**config.mk**
```make
export PLATFORM = sky130hd
export DESIGN_NAME = pfb_ctrl
export DESIGN_NICKNAME = d
export VERILOG_FILES = /design/src/hw/rtl/pfb_pkg.sv /design/src/hw/rtl/pfb_ctrl.sv
export SDC_FILE = /design/constraint.sdc
export NUM_CORES = 1
export LEC_CHECK = 0
export ABC_AREA = 1
export BUFFER_PORTS_ARGS = -buffer_cell sky130_fd_sc_hd__buf_2
export CORE_AREA = 3 3 40 42
export CTS_BUF_LIST = sky130_fd_sc_hd__clkbuf_16
export DETAILED_ROUTE_END_ITERATION = 16
export DIE_AREA = 0 0 43 45
export SETUP_SLACK_MARGIN = 0.1
export SYNTH_ARGS = -nofsm -noshare
export SYNTH_HDL_FRONTEND = slang
export SYNTH_SLANG_ARGS = --single-unit
```
**constraint.sdc**
```tcl
create_clock -name clk -period 1.1 [get_ports clk]
set_input_delay 0.11 -clock clk [delete_from_list [all_inputs] [get_ports clk]]
set_output_delay 0.11 -clock clk [all_outputs]
set_load 0.05 [all_outputs]
```
**src/hw/rtl/pfb_pkg.sv**
```systemverilog
`default_nettype none

package pfb_pkg;

  // Image geometry. Pixels are stored as vertical pages of eight rows each,
  // with the top row of a page in bit 0.
  localparam int NUM_COLS    = 128;
  localparam int NUM_ROWS    = 64;
  localparam int PAGE_BITS   = 8;
  localparam int MAX_PAGES   = 8;
  localparam int STORE_DEPTH = 1024;
  localparam int ADDR_W      = $clog2(STORE_DEPTH);

  localparam logic [7:0] COLS_VAL     = 8'(NUM_COLS);
  localparam logic [6:0] ROWS_VAL     = 7'(NUM_ROWS);
  localparam logic [3:0] MAX_PAGES_C  = 4'(MAX_PAGES);
  localparam logic [7:0] MARGIN_RESET = 8'd128;

  // Operation codes.
  localparam logic [1:0] OP_WRITE = 2'd0;
  localparam logic [1:0] OP_READ  = 2'd1;
  localparam logic [1:0] OP_FLUSH = 2'd2;

  // Pixel write modes.
  localparam logic [1:0] MODE_CLEAR = 2'd0;
  localparam logic [1:0] MODE_SET   = 2'd1;
  localparam logic [1:0] MODE_FLIP  = 2'd2;
  localparam logic [1:0] MODE_KEEP  = 2'd3;

  // Result kinds.
  localparam logic [1:0] KIND_WRITE_DONE = 2'd0;
  localparam logic [1:0] KIND_READ_VALUE = 2'd1;
  localparam logic [1:0] KIND_FLUSH_BYTE = 2'd2;
  localparam logic [1:0] KIND_NOTHING    = 2'd3;

  typedef struct packed {
    logic [1:0] operation;
    logic [6:0] pixel_row;
    logic [7:0] pixel_column;
    logic [1:0] pixel_mode;
  } pfb_item_t;

  typedef struct packed {
    logic [1:0] kind;
    logic [2:0] page_index;
    logic [6:0] column_index;
    logic [7:0] data_byte;
    logic       more_pending;
    logic       last;
  } pfb_result_t;

  // Commands from the controller to the datapath.
  typedef struct packed {
    logic accept;
    logic clear_step;
    logic do_write;
    logic do_read;
    logic flush_setup;
    logic flush_issue;
  } pfb_cmd_t;

  // Status from the datapath to the controller.
  typedef struct packed {
    logic clear_last;
    logic rect_empty;
    logic page_last;
  } pfb_status_t;

  // Byte address of (page, column) in the frame store.
  function automatic logic [ADDR_W-1:0] store_addr(input logic [3:0] page,
                                                   input logic [7:0] col);
    logic [31:0] sum;
    sum = 32'(page) * 32'(NUM_COLS) + 32'(col);
    return sum[ADDR_W-1:0];
  endfunction

endpackage

`default_nettype wire

```
**src/hw/rtl/pfb_ctrl.sv**
```systemverilog
`default_nettype none

module pfb_ctrl (
  input  wire logic                 clk,
  input  wire logic                 rst,
  input  wire logic                 start,
  input  wire logic [1:0]           operation,
  input  wire pfb_pkg::pfb_status_t status,
  output pfb_pkg::pfb_cmd_t         cmd,
  output logic                      busy
);

  typedef enum logic [5:0] {
    S_CLEAR    = 6'b000001,
    S_IDLE     = 6'b000010,
    S_WRITE    = 6'b000100,
    S_READ     = 6'b001000,
    S_FL_SETUP = 6'b010000,
    S_FL_ISSUE = 6'b100000
  } state_t;

  state_t state;
  state_t state_next;

  always_ff @(posedge clk) begin
    if (rst) begin
      state <= S_CLEAR;
    end else begin
      state <= state_next;
    end
  end

  always_comb begin
    state_next = state;
    cmd        = '0;
    unique case (state)
      S_CLEAR: begin
        cmd.clear_step = 1'b1;
        if (status.clear_last) begin
          state_next = S_IDLE;
        end
      end
      S_IDLE: begin
        if (start) begin
          cmd.accept = 1'b1;
          unique case (operation)
            pfb_pkg::OP_WRITE: state_next = S_WRITE;
            pfb_pkg::OP_READ:  state_next = S_READ;
            pfb_pkg::OP_FLUSH: state_next = S_FL_SETUP;
            default:           state_next = S_IDLE;
          endcase
        end
      end
      S_WRITE: begin
        cmd.do_write = 1'b1;
        state_next   = S_IDLE;
      end
      S_READ: begin
        cmd.do_read = 1'b1;
        state_next  = S_IDLE;
      end
      S_FL_SETUP: begin
        cmd.flush_setup = 1'b1;
        state_next      = status.rect_empty ? S_IDLE : S_FL_ISSUE;
      end
      S_FL_ISSUE: begin
        cmd.flush_issue = 1'b1;
        if (status.page_last) begin
          state_next = S_IDLE;
        end
      end
      default: begin
        state_next = S_IDLE;
      end
    endcase
  end

  assign busy = (state != S_IDLE);

endmodule

`default_nettype wire

```
# ---- After elaboration in Yosys (flattened, before gate mapping)
# Cells that the tools add are included.
dict set report totals {
  regBits 6
  inputBits 8
  out_inout_bits 7
  wordCells 28
}
dict set report op_classes {
  eq_ne 12
  muxes 13
  n_reduce_logical 2
}
# cell n
set ops {}
lappend ops {{$mux 6} 4}
lappend ops {{$pmux 6 s4} 1}
lappend ops {{$pmux 5 s3} 1}
lappend ops {{$mux 1} 7}
lappend ops {{$eq 6x1->1 const B} 1}
lappend ops {{$eq 6x2->1 const B} 1}
lappend ops {{$eq 6x3->1 const B} 1}
lappend ops {{$eq 6x4->1 const B} 1}
lappend ops {{$eq 6x5->1 const B} 1}
lappend ops {{$eq 6x6->1 const B} 1}
lappend ops {{$ne 2x2->1 const B} 3}
lappend ops {{$ne 6x2->1 const B} 1}
lappend ops {{$reduce_and 3->1} 1}
lappend ops {{$eq 2x1->1 const B} 1}
lappend ops {{$eq 2x2->1 const B} 1}
lappend ops {{$logic_not 2->1} 1}

# ---- Logic depth before layout (Yosys ltp)
dict set report depth {
  ltp_word 4
  mapped_depth 7
  ltp_nobuf 7
}

# ---- Worst setup path before layout
# No wires, ideal clock.
dict set report synth_path {
  kind {reg2out}
  start {register state[0]}
  end {output cmd[2] in the netlist's numbering}
  arrival_time_ps 1651
  required_time_ps 990
  path_slack_ps -661
  path_stages_with_launch 4
  path_buffers 0
  path_cell_list {dfxtp_1 > nor2_2 > inv_1 > nor3_1}
}
# element line
set synth_lines {}
lappend synth_lines {{from (decl)} pfb_ctrl.sv:22} ;# state_t state;
lappend synth_lines {{from (signal assigned)} pfb_ctrl.sv:29} ;# state <= state_next;
lappend synth_lines {{to (decl)} pfb_ctrl.sv:9} ;# output pfb_pkg::pfb_cmd_t cmd,

==> impl_metrics.yaml <==
floorplanning:
  initial_utilization_pct: 30.4
  die_h_um: 45
  die_area_um2: 1940
  die_w_um: 43
  io_pins: 15
  coreArea_um2: 1280
  num_rows: 13
sta:
  tns_ps: -1930
  slew_headroom_pct: 81.6
  hold_viol: 0
  rsz0062_at_grt: "yes"
  final.min_clock_period_ps: 1330
  tightest_slew_ps: 276
  drv_slew: 0
  fin_crit_sh_pct: 121
  setup_viol: 12
  hold-worst-slack_ps: 122
  fmax_ghz: 0.753
  skew_ps: 3.31
  worst_slack_ps: -229
synthesis:
  synth_top_area_share_pct: 30.8
  ys_seq_elements: 6
  synth_top_cell_by_area: "dfxtp_1"
  post_synth_num_cell_types: 14
  syn-mean-instance-area_um2: 6.85
  synth_nets: 65
  ys_top_cells_by_area: "dfxtp_1 31%, inv_1 13%, nand4_1 8.0%"
  yosys_warnings: 0
  synth_most_common_cell: "inv_1"
  ys_seq_area_share_pct: 30.8
  synthCells: 57
  synth-edff-count: 0
  synthArstFlopShare_pct: 0
  syn_area_um2: 390
  ys.flop_type: "dfxtp_1"
  synth_common_cells: "13 x inv_1, 6 x dfxtp_1"
grt:
  grt_pass1_vias: 456
  grtUsageTotal_pct: 14.0
  antenna_found_initial: 0
  grt_max_degree: 8
  grt_pass1_wl_um: 1930
  grt-ovfl-total: 0
clock_tree:
  hold_buffers: 0
  path_clk_slew_ps: 30
  cts_buffers: 3
  cts_max_level: 1
  cts-root-buf: "clkbuf_16"
  clk_latency_ps: 230
  cts_max_path_buffers: 2
  clock_sinks: 6
  cts_tree: "built"
final_layout:
  antenna_cells: 0
  final_cells: 99
  largest_reg_flops: 6
  drive_above_1_share_pct: 61.9
  final_core_util_pct: 61.1
  synthToLayoutAreaGrowth_pct: 101
  layout.filler_cells: 110
  top_regs: "state: 6 flops"
  regMostFlops: "state"
  fin_nets: 94
power:
  p_leak_nw: 0.355
  peakVddDrop_mv: 0.839
  power.density_nw_per_um2: 1310
worst_setup_path:
  start_kind: "flop"
  crit_fanout: 7
  cp.required_ps: 990
  end_kind: "output port"
  arrival_ps: 1220
  crit_type: "flop to output port"
drt:
  first_pass_iters: 4
  routed_wl_um: 1100
  ant_nets: 0
  vias: 467
  drtIter0Drc: 7
  vias_per_cell: 4.72
  wl_per_cell_um: 11.2
  drc: 0
place:
  port_buffers: 14
  placedCellCount: 91
  gp_congestion: 0.754
  hpwl_um: 785
outcome:
  violations: "negative setup slack"
  status: "complete, but fails checks"
job:
  drv_cap: 0
worst_hold_path:
  hold_path_class: "input pin to flop"
[through the flow]
step                area [um2]  total power [mW]  setup slack, ps
floorplan                  434             0.344             -130
global placement           561             0.388            -90.7
detailed placement         561             0.390            -96.2
CTS                        773              1.03             -200
global route               786              1.06             -279
finish                     786              1.03             -229
[worst max-delay path, cell delays in order (launching register included)]
cell     delay [ps]
dfxtp_2         320
nor2_4          250
nand3_4         150
nor2_4          100
buf_6           160
[per-layer routing]
layer | vias to the layer above | share of wire, % | global-route usage (%)
met3 | 5 | 5.3 | 3.19
met1 | 206 | 45 | 17.0
met2 | 16 | 45 | 19.2
met5 | - | 0 | 0
li1 | 240 | - | -
met4 | 0 | 3.9 | 15.7
[where the power goes]
group          internal [mW]  switching (mW)  leakage, nW
clock network          0.467           0.126       0.0370
registers              0.229          0.0114       0.0515
logic                 0.0779           0.115        0.267
total                  0.774           0.253        0.355
[worst paths after layout]
kind,endpoint,depth (start not counted),from,slack [ps]
worst min-delay path,state[5],2,rst,120
worst max register to register,state[1],6,state[2],-170
worst min register to register,state[0],3,state[1],640
worst max-delay path,cmd[5],4,state[2],-230
[timing repair]
action	in CTS	in global routing
pin swaps	10	8
setup endpoints to repair	12	13
resized for setup	30	3
buffers inserted	5	0
[logic make-up after synthesis]
family | share of synthesized area, %
and+or+nand+nor | 54.2
AOI/OAI and AO/OA | 1.28
buffers and inverters | 13.8
DFF | 30.8
[layout by cell type, fill, tap and decap left out, types with 2 or more instances in the layout]
| cell type | count |
|---|---|
| clkbuf_16 | 3 |
| inv_1 | 12 |
| nor2_4 | 5 |
| nor3_2 | 3 |
| nand3_1 | 5 |
| nand3_4 | 2 |
| nand4_1 | 5 |
| dfxtp_2 | 5 |
| buf_8 | 2 |
| buf_6 | 9 |
| nand2_1 | 4 |
| nor3_4 | 2 |
| buf_4 | 6 |
| nor2_1 | 4 |
| buf_2 | 7 |
[layout make-up]
| class | instances | area [um2] | area share [%] |
|---|---|---|---|
| tap | 15 | 18.8 | 2.39 |
| multi-input combinational | 37 | 293 | 37.3 |
| clock buffer | 3 | 75.1 | 9.55 |
| inverter | 14 | 57.6 | 7.32 |
| timing repair buffer | 24 | 211 | 26.9 |
| sequential | 6 | 130 | 16.6 |
Note: power is estimated with default switching activity, not from simulation.
